`config.mk`:
```
export PLATFORM = sky130hd
export DESIGN_NAME = descending_pattern_check_runs
export DESIGN_NICKNAME = d
export VERILOG_FILES = /design/src/dpcr_pkg.sv /design/src/dpcr_queue.sv /design/src/dpcr_front.sv /design/src/dpcr_back.sv /design/src/descending_pattern_check_runs.sv
export VERILOG_INCLUDE_DIRS = /design/src /design/src/src
export SDC_FILE = /design/constraint.sdc
export NUM_CORES = 2
export LEC_CHECK = 0
export BUFFER_PORTS_ARGS = -buffer_cell sky130_fd_sc_hd__buf_2
export CAP_MARGIN = 20
export CORE_MARGIN = 4
export CORE_UTILIZATION = 45
export DETAILED_ROUTE_END_ITERATION = 8
export PLACE_DENSITY_LB_ADDON = 0.15
export SETUP_SLACK_MARGIN = 0.3
export SLEW_MARGIN = 0
export SYNTH_ARGS = -nofsm -noshare
export SYNTH_HDL_FRONTEND = slang
export SYNTH_SLANG_ARGS = --single-unit
```
`constraint.sdc`:
```
create_clock -name aclk -period 34.2 [get_ports aclk]
set_input_delay 1.71 -clock aclk [delete_from_list [all_inputs] [get_ports aclk]]
set_output_delay 1.71 -clock aclk [all_outputs]
set_load 0.02 [all_outputs]
```
`src/descending_pattern_check_runs_macros.svh`:
```
// assertion macros for the descending pattern checker
`ifndef DESCENDING_PATTERN_CHECK_RUNS_MACROS_SVH
`define DESCENDING_PATTERN_CHECK_RUNS_MACROS_SVH
`ifndef SYNTHESIS
`define DPCR_ASSERT_NOW(label, expr) \
    label: assert property (@(posedge aclk) disable iff (!aresetn) (expr)) \
        else $error("dpcr assertion failed");
`define DPCR_ASSERT_IMPL(label, ante, cons) \
    label: assert property (@(posedge aclk) disable iff (!aresetn) (ante) |-> (cons)) \
        else $error("dpcr assertion failed");
`else
`define DPCR_ASSERT_NOW(label, expr)
`define DPCR_ASSERT_IMPL(label, ante, cons)
`endif
`endif

```
`src/dpcr_pkg.sv`:
```
`timescale 1ns / 1ps
package dpcr_pkg;

    localparam int WORD_W     = 32;
    localparam int KIND_W     = 3;
    localparam int MODE_W     = 2;
    localparam int ITEMS_MAX  = 3;
    localparam int QUEUE_DEPTH = 2;
    localparam int APB_ADDR_W = 4;
    localparam int REG_IDX_W  = 2;
    localparam int DIST_LIMIT = 10;

    localparam logic signed [WORD_W:0] DIST_HI = (WORD_W + 1)'(DIST_LIMIT);

    // register indexes
    localparam logic [REG_IDX_W-1:0] REG_PATTERN_LENGTH = 2'd0;
    localparam logic [REG_IDX_W-1:0] REG_REPORT_RUNS    = 2'd1;
    localparam logic [REG_IDX_W-1:0] REG_INDEX_BASE     = 2'd2;

    // run modes
    localparam logic [MODE_W-1:0] MODE_OKAY   = 2'd0;
    localparam logic [MODE_W-1:0] MODE_BAD    = 2'd1;
    localparam logic [MODE_W-1:0] MODE_CONST  = 2'd2;
    localparam logic [MODE_W-1:0] MODE_OFFSET = 2'd3;

    localparam logic [KIND_W-1:0] KIND_NONE = 3'd4;

    typedef struct packed {
        logic [KIND_W-1:0] kind;
        logic [WORD_W-1:0] first;
        logic [WORD_W-1:0] last_idx;
        logic [WORD_W-1:0] value;
        logic [WORD_W-1:0] offset;
        logic              ok;
        logic              eoc;
    } item_t;

    typedef struct packed {
        logic [ITEMS_MAX-1:0]   mask;
        item_t [ITEMS_MAX-1:0]  items;
    } bundle_t;

    typedef struct packed {
        logic [MODE_W-1:0] mode;
        logic [WORD_W-1:0] start;
        logic [WORD_W-1:0] offset;
        logic [WORD_W-1:0] prev;
    } run_state_t;

    typedef struct packed {
        run_state_t st;
        logic       emit;
        item_t      item;
    } cls_t;

    typedef struct packed {
        logic full;
        logic empty;
    } q_status_t;

    // classify one word against the current run, closing the run if it breaks
    function automatic cls_t classify(
        input run_state_t        st,
        input logic [WORD_W-1:0] w,
        input logic [WORD_W-1:0] idx,
        input logic [WORD_W-1:0] e,
        input logic              has_next,
        input logic [WORD_W-1:0] nxt,
        input logic              report_en,
        input logic              ok,
        input logic [WORD_W-1:0] base
    );
        cls_t                    r;
        logic                    keep;
        logic                    change;
        logic [MODE_W-1:0]       nmode;
        logic [WORD_W-1:0]       d;
        logic signed [WORD_W:0]  diff;
        logic                    near;
        r      = '0;
        keep   = 1'b0;
        change = 1'b0;
        nmode  = st.mode;
        unique case (st.mode)
            MODE_CONST:  keep = (w == st.prev);
            MODE_OKAY:   keep = (w == e);
            MODE_OFFSET: keep = (w == e + st.offset);
            default:     keep = 1'b0;
        endcase
        d    = w - e;
        diff = $signed({d[WORD_W-1], d}) - $signed({st.offset[WORD_W-1], st.offset});
        near = (diff < DIST_HI) && (diff > -DIST_HI);
        r.st = st;
        if (!keep) begin
            if (w == e) begin
                change = 1'b1;
                nmode  = MODE_OKAY;
            end else if (has_next && nxt == e - 1'b1) begin
                change = 1'b1;
                nmode  = MODE_BAD;
            end else if (has_next && w == nxt) begin
                change = 1'b1;
                nmode  = MODE_CONST;
            end else if (near) begin
                change      = 1'b1;
                nmode       = MODE_OFFSET;
                r.st.offset = d;
            end else if (st.mode != MODE_BAD) begin
                change = 1'b1;
                nmode  = MODE_BAD;
            end
        end
        // closing item describes the run as it was before this word
        r.emit          = change && report_en && (st.start != idx);
        r.item.kind     = {1'b0, st.mode};
        r.item.first    = st.start + base;
        r.item.last_idx = (idx - 1'b1) + base;
        r.item.value    = st.prev;
        r.item.offset   = (st.mode == MODE_OFFSET) ? st.offset : '0;
        r.item.ok       = ok;
        r.item.eoc      = 1'b0;
        if (change) begin
            r.st.mode  = nmode;
            r.st.start = idx;
        end
        r.st.prev = w;
        return r;
    endfunction

endpackage

```
`src/dpcr_queue.sv`:
```
`timescale 1ns / 1ps
module dpcr_queue #(
    parameter int DEPTH = dpcr_pkg::QUEUE_DEPTH
) (
    input  logic                aclk,
    input  logic                aresetn,
    input  logic                push,
    input  dpcr_pkg::bundle_t   push_data,
    input  logic                pop,
    output dpcr_pkg::bundle_t   head,
    output dpcr_pkg::q_status_t status
);

    localparam int PTR_W = (DEPTH > 1) ? $clog2(DEPTH) : 1;
    localparam int CNT_W = $clog2(DEPTH + 1);

    dpcr_pkg::bundle_t slots [DEPTH];
    logic [PTR_W-1:0]  wr_ptr_reg, wr_ptr_next;
    logic [PTR_W-1:0]  rd_ptr_reg, rd_ptr_next;
    logic [CNT_W-1:0]  count_reg, count_next;

    always_comb begin
        wr_ptr_next = wr_ptr_reg;
        rd_ptr_next = rd_ptr_reg;
        count_next  = count_reg;
        if (push) begin
            wr_ptr_next = (wr_ptr_reg == PTR_W'(DEPTH - 1)) ? '0 : wr_ptr_reg + 1'b1;
        end
        if (pop) begin
            rd_ptr_next = (rd_ptr_reg == PTR_W'(DEPTH - 1)) ? '0 : rd_ptr_reg + 1'b1;
        end
        if (push && !pop) begin
            count_next = count_reg + 1'b1;
        end else if (pop && !push) begin
            count_next = count_reg - 1'b1;
        end
    end

    always_ff @(posedge aclk) begin
        if (!aresetn) begin
            wr_ptr_reg <= '0;
            rd_ptr_reg <= '0;
            count_reg  <= '0;
        end else begin
            wr_ptr_reg <= wr_ptr_next;
            rd_ptr_reg <= rd_ptr_next;
            count_reg  <= count_next;
        end
    end

    always_ff @(posedge aclk) begin
        if (push) begin
            slots[wr_ptr_reg] <= push_data;
        end
    end

    assign head         = slots[rd_ptr_reg];
    assign status.full  = (count_reg == CNT_W'(DEPTH));
    assign status.empty = (count_reg == '0);

endmodule

```
`src/dpcr_front.sv`:
```
`timescale 1ns / 1ps
module dpcr_front (
    input  logic                aclk,
    input  logic                aresetn,
    input  logic                s_valid,
    output logic                s_ready,
    input  logic [31:0]         s_data_word,
    input  logic [31:0]         pattern_length,
    input  logic                report_runs,
    input  logic [31:0]         index_base,
    input  dpcr_pkg::q_status_t q_status,
    output logic                push,
    output dpcr_pkg::bundle_t   push_data
);

    dpcr_pkg::run_state_t run_reg, run_next;
    logic [31:0] word_index_reg, word_index_next;
    logic [31:0] expected_reg, expected_next;
    logic [31:0] pending_word_reg, pending_word_next;
    logic        pending_valid_reg, pending_valid_next;
    logic        mismatch_reg, mismatch_next;

    logic [31:0] len;
    logic [31:0] exp0;
    logic [31:0] exp1;
    logic [31:0] arrive_e;
    logic        mis;
    logic        report_en;
    logic        last_word;
    logic        accept;
    dpcr_pkg::cls_t       cls_a;
    dpcr_pkg::cls_t       cls_b;
    dpcr_pkg::run_state_t st1;
    dpcr_pkg::item_t      fin;

    assign s_ready = !q_status.full;
    assign accept  = s_valid && s_ready;

    always_comb begin
        len       = (pattern_length == '0) ? 32'd1 : pattern_length;
        exp0      = (word_index_reg == '0) ? len - 32'd1 : expected_reg;
        arrive_e  = pending_valid_reg ? exp0 - 32'd1 : exp0;
        mis       = mismatch_reg | (s_data_word != arrive_e);
        report_en = report_runs & mis;
        // the held word is classified now that its successor is here
        cls_a = dpcr_pkg::classify(run_reg, pending_word_reg, word_index_reg - 32'd1, exp0,
                                   1'b1, s_data_word, report_en, !mis, index_base);
        st1   = pending_valid_reg ? cls_a.st : run_reg;
        exp1  = pending_valid_reg ? exp0 - 32'd1 : exp0;
        last_word = (word_index_reg >= len - 32'd1);
        // last word of the block has no lookahead
        cls_b = dpcr_pkg::classify(st1, s_data_word, word_index_reg, exp1,
                                   1'b0, '0, report_en, !mis, index_base);
        fin = '0;
        fin.ok  = !mis;
        fin.eoc = 1'b1;
        if (report_en) begin
            fin.kind     = {1'b0, cls_b.st.mode};
            fin.first    = cls_b.st.start + index_base;
            fin.last_idx = word_index_reg + index_base;
            fin.value    = cls_b.st.prev;
            fin.offset   = (cls_b.st.mode == dpcr_pkg::MODE_OFFSET) ? cls_b.st.offset : '0;
        end else begin
            fin.kind = dpcr_pkg::KIND_NONE;
        end

        push_data.items[0] = cls_a.item;
        push_data.items[1] = cls_b.item;
        push_data.items[2] = fin;
        push_data.mask     = {last_word, last_word & cls_b.emit,
                              pending_valid_reg & cls_a.emit};
        push = accept && (push_data.mask != '0);

        run_next           = run_reg;
        word_index_next    = word_index_reg;
        expected_next      = expected_reg;
        pending_word_next  = pending_word_reg;
        pending_valid_next = pending_valid_reg;
        mismatch_next      = mismatch_reg;
        if (accept) begin
            if (last_word) begin
                run_next           = '0;
                word_index_next    = '0;
                expected_next      = len - 32'd1;
                pending_valid_next = 1'b0;
                mismatch_next      = 1'b0;
            end else begin
                run_next           = st1;
                word_index_next    = word_index_reg + 32'd1;
                expected_next      = exp1;
                pending_word_next  = s_data_word;
                pending_valid_next = 1'b1;
                mismatch_next      = mis;
            end
        end
    end

    always_ff @(posedge aclk) begin
        if (!aresetn) begin
            run_reg           <= '0;
            word_index_reg    <= '0;
            expected_reg      <= '0;
            pending_valid_reg <= 1'b0;
            mismatch_reg      <= 1'b0;
        end else begin
            run_reg           <= run_next;
            word_index_reg    <= word_index_next;
            expected_reg      <= expected_next;
            pending_valid_reg <= pending_valid_next;
            mismatch_reg      <= mismatch_next;
        end
    end

    always_ff @(posedge aclk) begin
        pending_word_reg <= pending_word_next;
    end

endmodule

```
`src/dpcr_back.sv`:
```
`timescale 1ns / 1ps
module dpcr_back (
    input  logic                aclk,
    input  logic                aresetn,
    input  dpcr_pkg::bundle_t   head,
    input  dpcr_pkg::q_status_t q_status,
    output logic                pop,
    output logic                m_valid,
    input  logic                m_ready,
    output dpcr_pkg::item_t     m_item
);

    logic [dpcr_pkg::ITEMS_MAX-1:0] done_reg, done_next;
    logic [dpcr_pkg::ITEMS_MAX-1:0] rem;
    logic [dpcr_pkg::ITEMS_MAX-1:0] pick;
    logic                           load;
    logic                           m_valid_reg, m_valid_next;
    dpcr_pkg::item_t                item_reg, item_next;

    always_comb begin
        rem  = head.mask & ~done_reg;
        // lowest outstanding item keeps the model's order
        pick = rem & (~rem + 1'b1);
        load = !q_status.empty && (!m_valid_reg || m_ready) && (rem != '0);
        pop  = load && ((rem & ~pick) == '0);
        case (pick)
            3'b001:  item_next = head.items[0];
            3'b010:  item_next = head.items[1];
            default: item_next = head.items[2];
        endcase
        if (pop) begin
            done_next = '0;
        end else if (load) begin
            done_next = done_reg | pick;
        end else begin
            done_next = done_reg;
        end
        if (load) begin
            m_valid_next = 1'b1;
        end else if (m_ready) begin
            m_valid_next = 1'b0;
        end else begin
            m_valid_next = m_valid_reg;
        end
    end

    always_ff @(posedge aclk) begin
        if (!aresetn) begin
            done_reg    <= '0;
            m_valid_reg <= 1'b0;
        end else begin
            done_reg    <= done_next;
            m_valid_reg <= m_valid_next;
        end
    end

    always_ff @(posedge aclk) begin
        if (load) begin
            item_reg <= item_next;
        end
    end

    assign m_valid = m_valid_reg;
    assign m_item  = item_reg;

endmodule

```
`src/descending_pattern_check_runs.sv`:
```
`timescale 1ns / 1ps
// Checks a read-back block of pattern_length words that should count down to 0.
// Input channel s_valid/s_ready/s_data_word takes one word per item; the result
// channel m_valid/m_ready carries run descriptors and, on the last word of each
// block, a summary item with m_end_of_check set and the final m_pattern_ok.
// Run descriptors appear only when report_runs is 1 and a word has mismatched.
// Registers over APB (pready always high): 0x0 pattern_length, 0x4 report_runs,
// 0x8 index_base; write them only while no block is in progress.
// Throughput: one word per cycle while the queue is not full. A word yields at
// most one result, except the last word of a block, which yields up to three;
// the output register sends one result per cycle while m_ready stays high.
// Each result is registered in the queue and then in the output register.
// A queue of QUEUE_DEPTH word bundles sits between classifier and output, so
// input keeps flowing while the receiver stalls until that queue fills.
// Reset clears the run state, the queue and the output; registers return to
// pattern_length 1, reporting off, index_base 0.
module descending_pattern_check_runs #(
    parameter int QUEUE_DEPTH = dpcr_pkg::QUEUE_DEPTH
) (
    input  logic                                  aclk,
    input  logic                                  aresetn,
    input  logic                                  s_valid,
    output logic                                  s_ready,
    input  logic [31:0]                           s_data_word,
    output logic                                  m_valid,
    input  logic                                  m_ready,
    output logic [2:0]                            m_run_kind,
    output logic [31:0]                           m_run_first,
    output logic [31:0]                           m_run_end,
    output logic [31:0]                           m_run_value,
    output logic signed [31:0]                    m_run_offset,
    output logic                                  m_pattern_ok,
    output logic                                  m_end_of_check,
    input  logic                                  psel,
    input  logic                                  penable,
    input  logic                                  pwrite,
    input  logic [dpcr_pkg::APB_ADDR_W-1:0]       paddr,
    input  logic [31:0]                           pwdata,
    output logic [31:0]                           prdata,
    output logic                                  pready
);

    `include "descending_pattern_check_runs_macros.svh"

    logic [31:0] pattern_length_reg;
    logic        report_runs_reg;
    logic [31:0] index_base_reg;
    logic        cfg_wr;
    logic [dpcr_pkg::REG_IDX_W-1:0] reg_idx;

    logic                q_push;
    logic                q_pop;
    dpcr_pkg::bundle_t   q_in;
    dpcr_pkg::bundle_t   q_head;
    dpcr_pkg::q_status_t q_status;
    dpcr_pkg::item_t     out_item;

    logic                out_none;
    logic                none_zeroed;

    assign pready  = 1'b1;
    assign cfg_wr  = psel & penable & pwrite;
    assign reg_idx = paddr[dpcr_pkg::APB_ADDR_W-1:2];

    always_ff @(posedge aclk) begin
        if (!aresetn) begin
            pattern_length_reg <= 32'd1;
            report_runs_reg    <= 1'b0;
            index_base_reg     <= '0;
        end else if (cfg_wr) begin
            unique case (reg_idx)
                dpcr_pkg::REG_PATTERN_LENGTH: pattern_length_reg <= pwdata;
                dpcr_pkg::REG_REPORT_RUNS:    report_runs_reg    <= pwdata[0];
                dpcr_pkg::REG_INDEX_BASE:     index_base_reg     <= pwdata;
                default: ;
            endcase
        end
    end

    always_comb begin
        unique case (reg_idx)
            dpcr_pkg::REG_PATTERN_LENGTH: prdata = pattern_length_reg;
            dpcr_pkg::REG_REPORT_RUNS:    prdata = {31'd0, report_runs_reg};
            dpcr_pkg::REG_INDEX_BASE:     prdata = index_base_reg;
            default:                      prdata = '0;
        endcase
    end

    dpcr_front u_front (
        .aclk           (aclk),
        .aresetn        (aresetn),
        .s_valid        (s_valid),
        .s_ready        (s_ready),
        .s_data_word    (s_data_word),
        .pattern_length (pattern_length_reg),
        .report_runs    (report_runs_reg),
        .index_base     (index_base_reg),
        .q_status       (q_status),
        .push           (q_push),
        .push_data      (q_in)
    );

    dpcr_queue #(
        .DEPTH (QUEUE_DEPTH)
    ) u_queue (
        .aclk      (aclk),
        .aresetn   (aresetn),
        .push      (q_push),
        .push_data (q_in),
        .pop       (q_pop),
        .head      (q_head),
        .status    (q_status)
    );

    dpcr_back u_back (
        .aclk     (aclk),
        .aresetn  (aresetn),
        .head     (q_head),
        .q_status (q_status),
        .pop      (q_pop),
        .m_valid  (m_valid),
        .m_ready  (m_ready),
        .m_item   (out_item)
    );

    assign m_run_kind     = out_item.kind;
    assign m_run_first    = out_item.first;
    assign m_run_end      = out_item.last_idx;
    assign m_run_value    = out_item.value;
    assign m_run_offset   = $signed(out_item.offset);
    assign m_pattern_ok   = out_item.ok;
    assign m_end_of_check = out_item.eoc;

    assign out_none    = m_valid && (m_run_kind == dpcr_pkg::KIND_NONE);
    assign none_zeroed = m_end_of_check && (m_run_first == '0) && (m_run_offset == '0);

    // run descriptors only exist once the check has failed
    `DPCR_ASSERT_IMPL(a_run_only_on_fail, m_valid && !m_end_of_check, !m_pattern_ok)
    // the no-run kind appears only as the block summary, with zeroed fields
    `DPCR_ASSERT_IMPL(a_none_is_summary, out_none, none_zeroed)
    // the queue is never written while full
    `DPCR_ASSERT_IMPL(a_no_overflow, q_push, !q_status.full)
    // a bundle is only removed while something is queued
    `DPCR_ASSERT_IMPL(a_no_underflow, q_pop, !q_status.empty)

endmodule

```
[Word level (Yosys, flattened, before mapping)]
Memory sizes are Yosys's and may differ from the RTL's. A register that Yosys moved wholly into a read port is not among the register bits.
Index checks and enable logic that the tools add are counted.
Operators by class
  reductions and logical operators: 36
  $add $sub $neg: 22
  magnitude comparators: 5
  bitwise gates (word level): 15
  equal/unequal tests: 23
  mux-type cells: 58
Operators by type and width (count)
  2-to-1 mux 32 bit: 16
  case mux 133 bit (2 select lines): 1
  adder 32 bit: 8
  equality test 32 bit: 8
  2-to-1 mux 98 bit: 2
  2-to-1 mux 128 bit: 1
  subtractor 32 x 1 -> 32 bit, second input constant: 4
  inequality test 32 bit: 3
  case mux 32 bit (3 select lines): 1
  2-to-1 mux 34 bit: 2
  > comparator 33 x 5 -> 1 bit, second input constant: 2
  < comparator 33 x 5 -> 1 bit, second input constant: 2
  subtractor 32 x 32 -> 33 bit: 2
  logical NOT 32 bit: 2
  subtractor 32 bit: 2
  adder 32 x 1 -> 32 bit, second input constant: 1
  >= comparator 32 bit: 1
  2-to-1 mux 2 bit: 12
  2-to-1 mux 1 bit: 20
  equality test 2 bit, second input constant: 7
  logical AND 1 bit: 13
  bitwise AND 3 bit: 3
  inverter 3 bit: 3
  logical NOT 2 bit: 4
  21 further kinds: 39
Storage, ports and cells
  RAM bits: 794
  memories: 1
  output and inout bits: 168
  word-level logic and storage cells: 184
  register bits: 402
  input port bits: 75
Memory list
  u_queue.slots: depth 2, width 397, rd ports 1, clocked after memory_dff 1, write ports 1, line dpcr_queue.sv:17  | dpcr_pkg::bundle_t slots [DEPTH];

[Longest topological paths before layout]
  depth in word-level cells: 30
  gate-level depth with buffers: 93
  mapped depth without buffers: 85

[Hierarchy]
From an unflattened synthesis, not the netlist that was laid out.
Second synthesis, totals
  cell total of the unflattened synthesis: 7552
  area total of the unflattened synthesis: 79468.7 µm²
By module, submodules not included
  dpcr_front: times used 1, sequential area each 4244.1 µm², area each 38151.6 µm², cells each 5345
  dpcr_queue: times used 1, sequential area each 24243.3 µm², area each 31129.9 µm², cells each 1273
  dpcr_back: times used 1, sequential area each 4073.9 µm², area each 7204.4 µm², cells each 608
  descending_pattern_check_runs: times used 1, sequential area each 1301.2 µm², area each 2982.9 µm², cells each 326

[Least setup slack after synthesis]
No wires, ideal clock.
  path kind: flip-flop to flip-flop
  start point: register u_front.word_index_reg[25]
  end point: register u_queue.wr_ptr_reg
  arrival time: 28.307 ns
  library setup time: 0.140 ns
  setup slack: 5.754 ns
  period minus slack after synthesis: 28.446 ns
  required time: 34.060 ns
  cell stages (with the launch flop): 47
  path buffers: 7
  cells stage by stage: dfxtp_1 buf_6 or4_4 or4_1 buf_2 nor4_1 buf_2 buf_2 buf_2 mux2i_1 inv_1 ha_1 fa_1 nor2b_1 o21ai_0 a21boi_0 o21ai_0 a21boi_0 (+11 left out) xnor2_1 ha_1 nand3_1 nor2_1 or3_1 or4_1 nand4_1 nor3_1 or3_1 nor4_1 o2bb2a_1 a41o_1 clkbuf_1 clkbuf_1 nor3_1 o21a_1 nor2b_1 o21a_1
RTL lines
  start, declared: line dpcr_front.sv:17  | logic [31:0] word_index_reg, word_index_next;
  start signal, assigned: line dpcr_front.sv:107  | word_index_reg <= word_index_next;
  end signal, assigned: line dpcr_queue.sv:45  | wr_ptr_reg <= wr_ptr_next;
  end, declared: line dpcr_queue.sv:18  | logic [PTR_W-1:0] wr_ptr_reg, wr_ptr_next;

==> qor.txt <==
RSZ-0062 raised after global routing: false
Worst Tran Pin Value: 1300 ps
Routed Antenna Nets: 0
Crit path arrival time: 25,660 ps
Synthesized instance count: 7,191
Critical path class: reg -> reg
DRT iter0 DRCs: 6,854
Gr ovfl total: 0
Setup Viol. Count Final: 0
Pwr/cell area: 78.3 nW/µm²
CTS max path bufs: 3
Mapped Area: 74,900 µm²
GP Congestion: 1.05
Leak: 31.6 nW
R2R cell count: 85
CP max FO: 58
Post-Syn Area per Cell: 10.4 µm²
Power Total: 6.49 mW
Die area: 173,000 µm²
Worst Setup End Kind: flip-flop
Syn_nets: 7,703
Die height: 416 µm
Clk_skew: 42.2 ps
Initial antenna violation count: 34
Hold depth: 2
P&R area growth vs syn: 10.8%
Max-cap violation count: 0
Post_cts resized: 0
Post-DP HPWL: 212,000 µm
Clock tree root driver cell: clkbuf_16
Slowest CP cell: nor3_1
Share of cells above drive strength 1: 14.8%
Worst vdd ir: 0.0000532 V
DRT Wirelength: 276,000 µm
# IOs: 243
Hold crit path type: reg -> reg
Die Span X: 416 µm
CP Launch Type: flip-flop
R2r endpoint: u_queue.slots[0][389]$_DFFE_PP_
FF-to-FF Start: u_front.word_index_reg[4]$_SDFFE_PN0P_
Share of the clock period used by the worst path: 73.6%
Inserted Clock Buffers: 133
Crit path largest cell delay: 870 ps
Tmin final: 25,160 ps
Worst rel slew slack: 13.0%
Number of global-route vias before repair: 54,996
TNS Setup: 0 ps
Outcome: finished, final reports clean
Cell row count: 149
WHS Endpoint: u_back.done_reg[2]$_SDFFE_PP0P_
Post-synthesis cell type count: 106
Via-to-Cell Ratio: 6.07
CTS tree: built
Final Hold Viols: 0
First-pass GRT wire length: 393,000 µm
CTS Hold Buffers Added: 0
Final Max Tran Viols: 0
Post-CTS Setup Inserts: 0
Worst skew pair latency: 820 ps
FMAX: 0.0397 GHz
Ys Warns: 0
Crit-path most repeated cell: a21oi_1
Effective utilization at floorplan: 45.3%
Worst Path Required: 34,700 ps
Overall Global Routing Usage: 31.1%
Pre-antenna DRT Iters: 9
Post-synth EDFFs: 955
H-tree levels: 4
Seq/Total Area, Yosys: 44.7%
Largest net degree at the start of global routing: 150
Drt wl/cell: 28.5 µm
Routed via count: 58,703
PortBufs: 239
CTS clk-pin slew, worst paths: 60 ps
Clock Sinks: 1,193
Placeable Area: 165,000 µm²
Register-to-register setup slack: 9040 ps
Synth Register Bits: 1,193
# DRC: 0
Ys flop type: edfxtp_1
Min-delay src: u_back.done_reg[2]$_SDFFE_PP0P_
Nets: 7,875
Ys async rst share: 0%
Max reg flops: 790
[layout by cell type (no fill, tap or decap), types with 28 or more instances in the layout]
master / count
buf_2: 239
and2_1: 85
clkbuf_1: 29
nor4_1: 67
inv_1: 459
dfxtp_1: 236
mux2i_1: 123
buf_4: 139
o21bai_1: 51
a21boi_0: 93
o21a_1: 74
clkbuf_16: 135
nor3_1: 231
or4_1: 28
o211ai_1: 40
nor2b_1: 136
edfxtp_1: 955
nor2_1: 551
o21ai_0: 278
nand4_1: 94
or2_2: 38
mux4_2: 130
a31oi_1: 45
a211oi_1: 38
xor2_1: 181
nand2_1: 539
nand3_1: 162
o31ai_1: 43
ha_1: 425
or3_1: 54
and3_1: 47
mux2_2: 290
xnor2_1: 420
nand2b_1: 46
a21o_1: 101
a21oi_1: 393
[per-stage QoR]
stage	hold slack (ps)	setup WS, ps	instance area, µm²	utilization [%]	instances
CTS	440	9570	82900	50.2	9657
floorplan	412	5750	74900	-	7191
global route	478	7900	82900	50.2	9660
finish	442	9040	82900	50.2	9673
global placement	423	9070	78600	47.6	9412
detailed placement	432	9690	78600	47.6	9415
[layout make-up]
cell class | instances | area [µm²]
multi-input combinational | 5184 | 38400
clock inverter | 63 | 561
timing repair buffer | 385 | 2360
clock buffer | 179 | 3690
sequential | 1193 | 33400
inverter | 466 | 1750
tap | 2189 | 2740
antenna | 14 | 35.0
fill | 15091 | 82200
[metal layers]
metal | vias to the layer above | global-route usage (%) | wire length [µm]
met2 | 2482 | 44.6 | 115000
met3 | 369 | 7.15 | 25400
li1 | 26596 | - | -
met4 | 10 | 8.31 | 7430
met1 | 29246 | 47.0 | 128000
met5 | - | 0 | 539
[cells in the mapped netlist (all sizes together) (21+ instances only)]
| library cell | number | area (µm²) |
|---|---|---|
| o211ai | 40 | 300 |
| nand3 | 163 | 821 |
| o21bai | 51 | 383 |
| xnor2 | 420 | 3680 |
| a21boi | 95 | 713 |
| or2 | 38 | 238 |
| nor2b | 138 | 863 |
| and2 | 87 | 544 |
| dfxtp | 238 | 4760 |
| a21oi | 394 | 1980 |
| clkbuf | 271 | 1020 |
| and3 | 47 | 294 |
| xor2 | 181 | 1590 |
| nand2 | 545 | 2050 |
| nand4 | 95 | 601 |
| buf | 77 | 404 |
| o31a | 21 | 184 |
| o21a | 74 | 556 |
| or3 | 56 | 360 |
| nor3 | 235 | 1200 |
| or4 | 30 | 233 |
| mux2 | 294 | 3310 |
| a31oi | 45 | 282 |
| edfxtp | 955 | 28700 |
| o21ai | 284 | 1430 |
| a21o | 101 | 758 |
| nor2 | 557 | 2110 |
| a211oi | 38 | 285 |
| nand2b | 46 | 288 |
| nand3b | 21 | 158 |
| inv | 463 | 1740 |
| mux2i | 123 | 1230 |
| ha | 425 | 5320 |
| mux4 | 130 | 2930 |
| o31ai | 45 | 343 |
| nor4 | 72 | 487 |
[critical path: cells and delay by family (launching register included)]
family,cells,cell delay [ps]
adders and majority gates,6,1980
muxes,3,1230
AOI/OAI and AO/OA,44,10890
xor gates and xnor gates,3,660
DFF,1,300
and+or+nand+nor,22,7450
buffers and inverters,7,2140
[logic make-up (layout without fill, tap and decap cells)]
| logic type | count (synthesis) | after routing | share of synthesized area, % |
|---|---|---|---|
| AO/OA/AOI/OAI | 1392 | 1392 | 12.0 |
| XOR/XNOR | 603 | 603 | 7.09 |
| adder cells (fa/ha/maj) | 443 | 443 | 7.50 |
| buffers and inverters | 814 | 1093 | 4.23 |
| flip-flops | 1193 | 1193 | 44.7 |
| multiplexers | 547 | 547 | 9.98 |
| other | 1 | 15 | 0.00501 |
| AND/OR/NAND/NOR | 2198 | 2198 | 14.5 |
[worst max-delay path by stage]
stage / start / endpoint / slack (ps)
3_3_place_gp: u_front.word_index_reg[4]$_SDFFE_PN0P_ / u_queue.slots[0][389]$_DFFE_PP_ / 9070
3_5_place_dp: u_front.word_index_reg[24]$_SDFFE_PN0P_ / u_queue.slots[0][389]$_DFFE_PP_ / 9690
4_1_cts: u_front.word_index_reg[4]$_SDFFE_PN0P_ / u_queue.slots[0][389]$_DFFE_PP_ / 9570
5_1_grt: u_front.word_index_reg[4]$_SDFFE_PN0P_ / u_queue.slots[0][389]$_DFFE_PP_ / 7900
6_report: u_front.word_index_reg[4]$_SDFFE_PN0P_ / u_queue.slots[0][389]$_DFFE_PP_ / 9040
2_1_floorplan: u_front.word_index_reg[25]$_SDFFE_PN0P_ / u_queue.wr_ptr_reg$_SDFFE_PN0P_ / 5750
[report_power, final]
part	switching, mW	leakage [nW]	total, mW	internal (mW)
clock	0.618	2.10	1.41	0.797
combinational	1.96	18.7	3.06	1.10
sequential	0.110	10.8	2.02	1.91
total	2.69	31.6	6.49	3.81
Note: power is estimated with default switching activity, not from simulation.
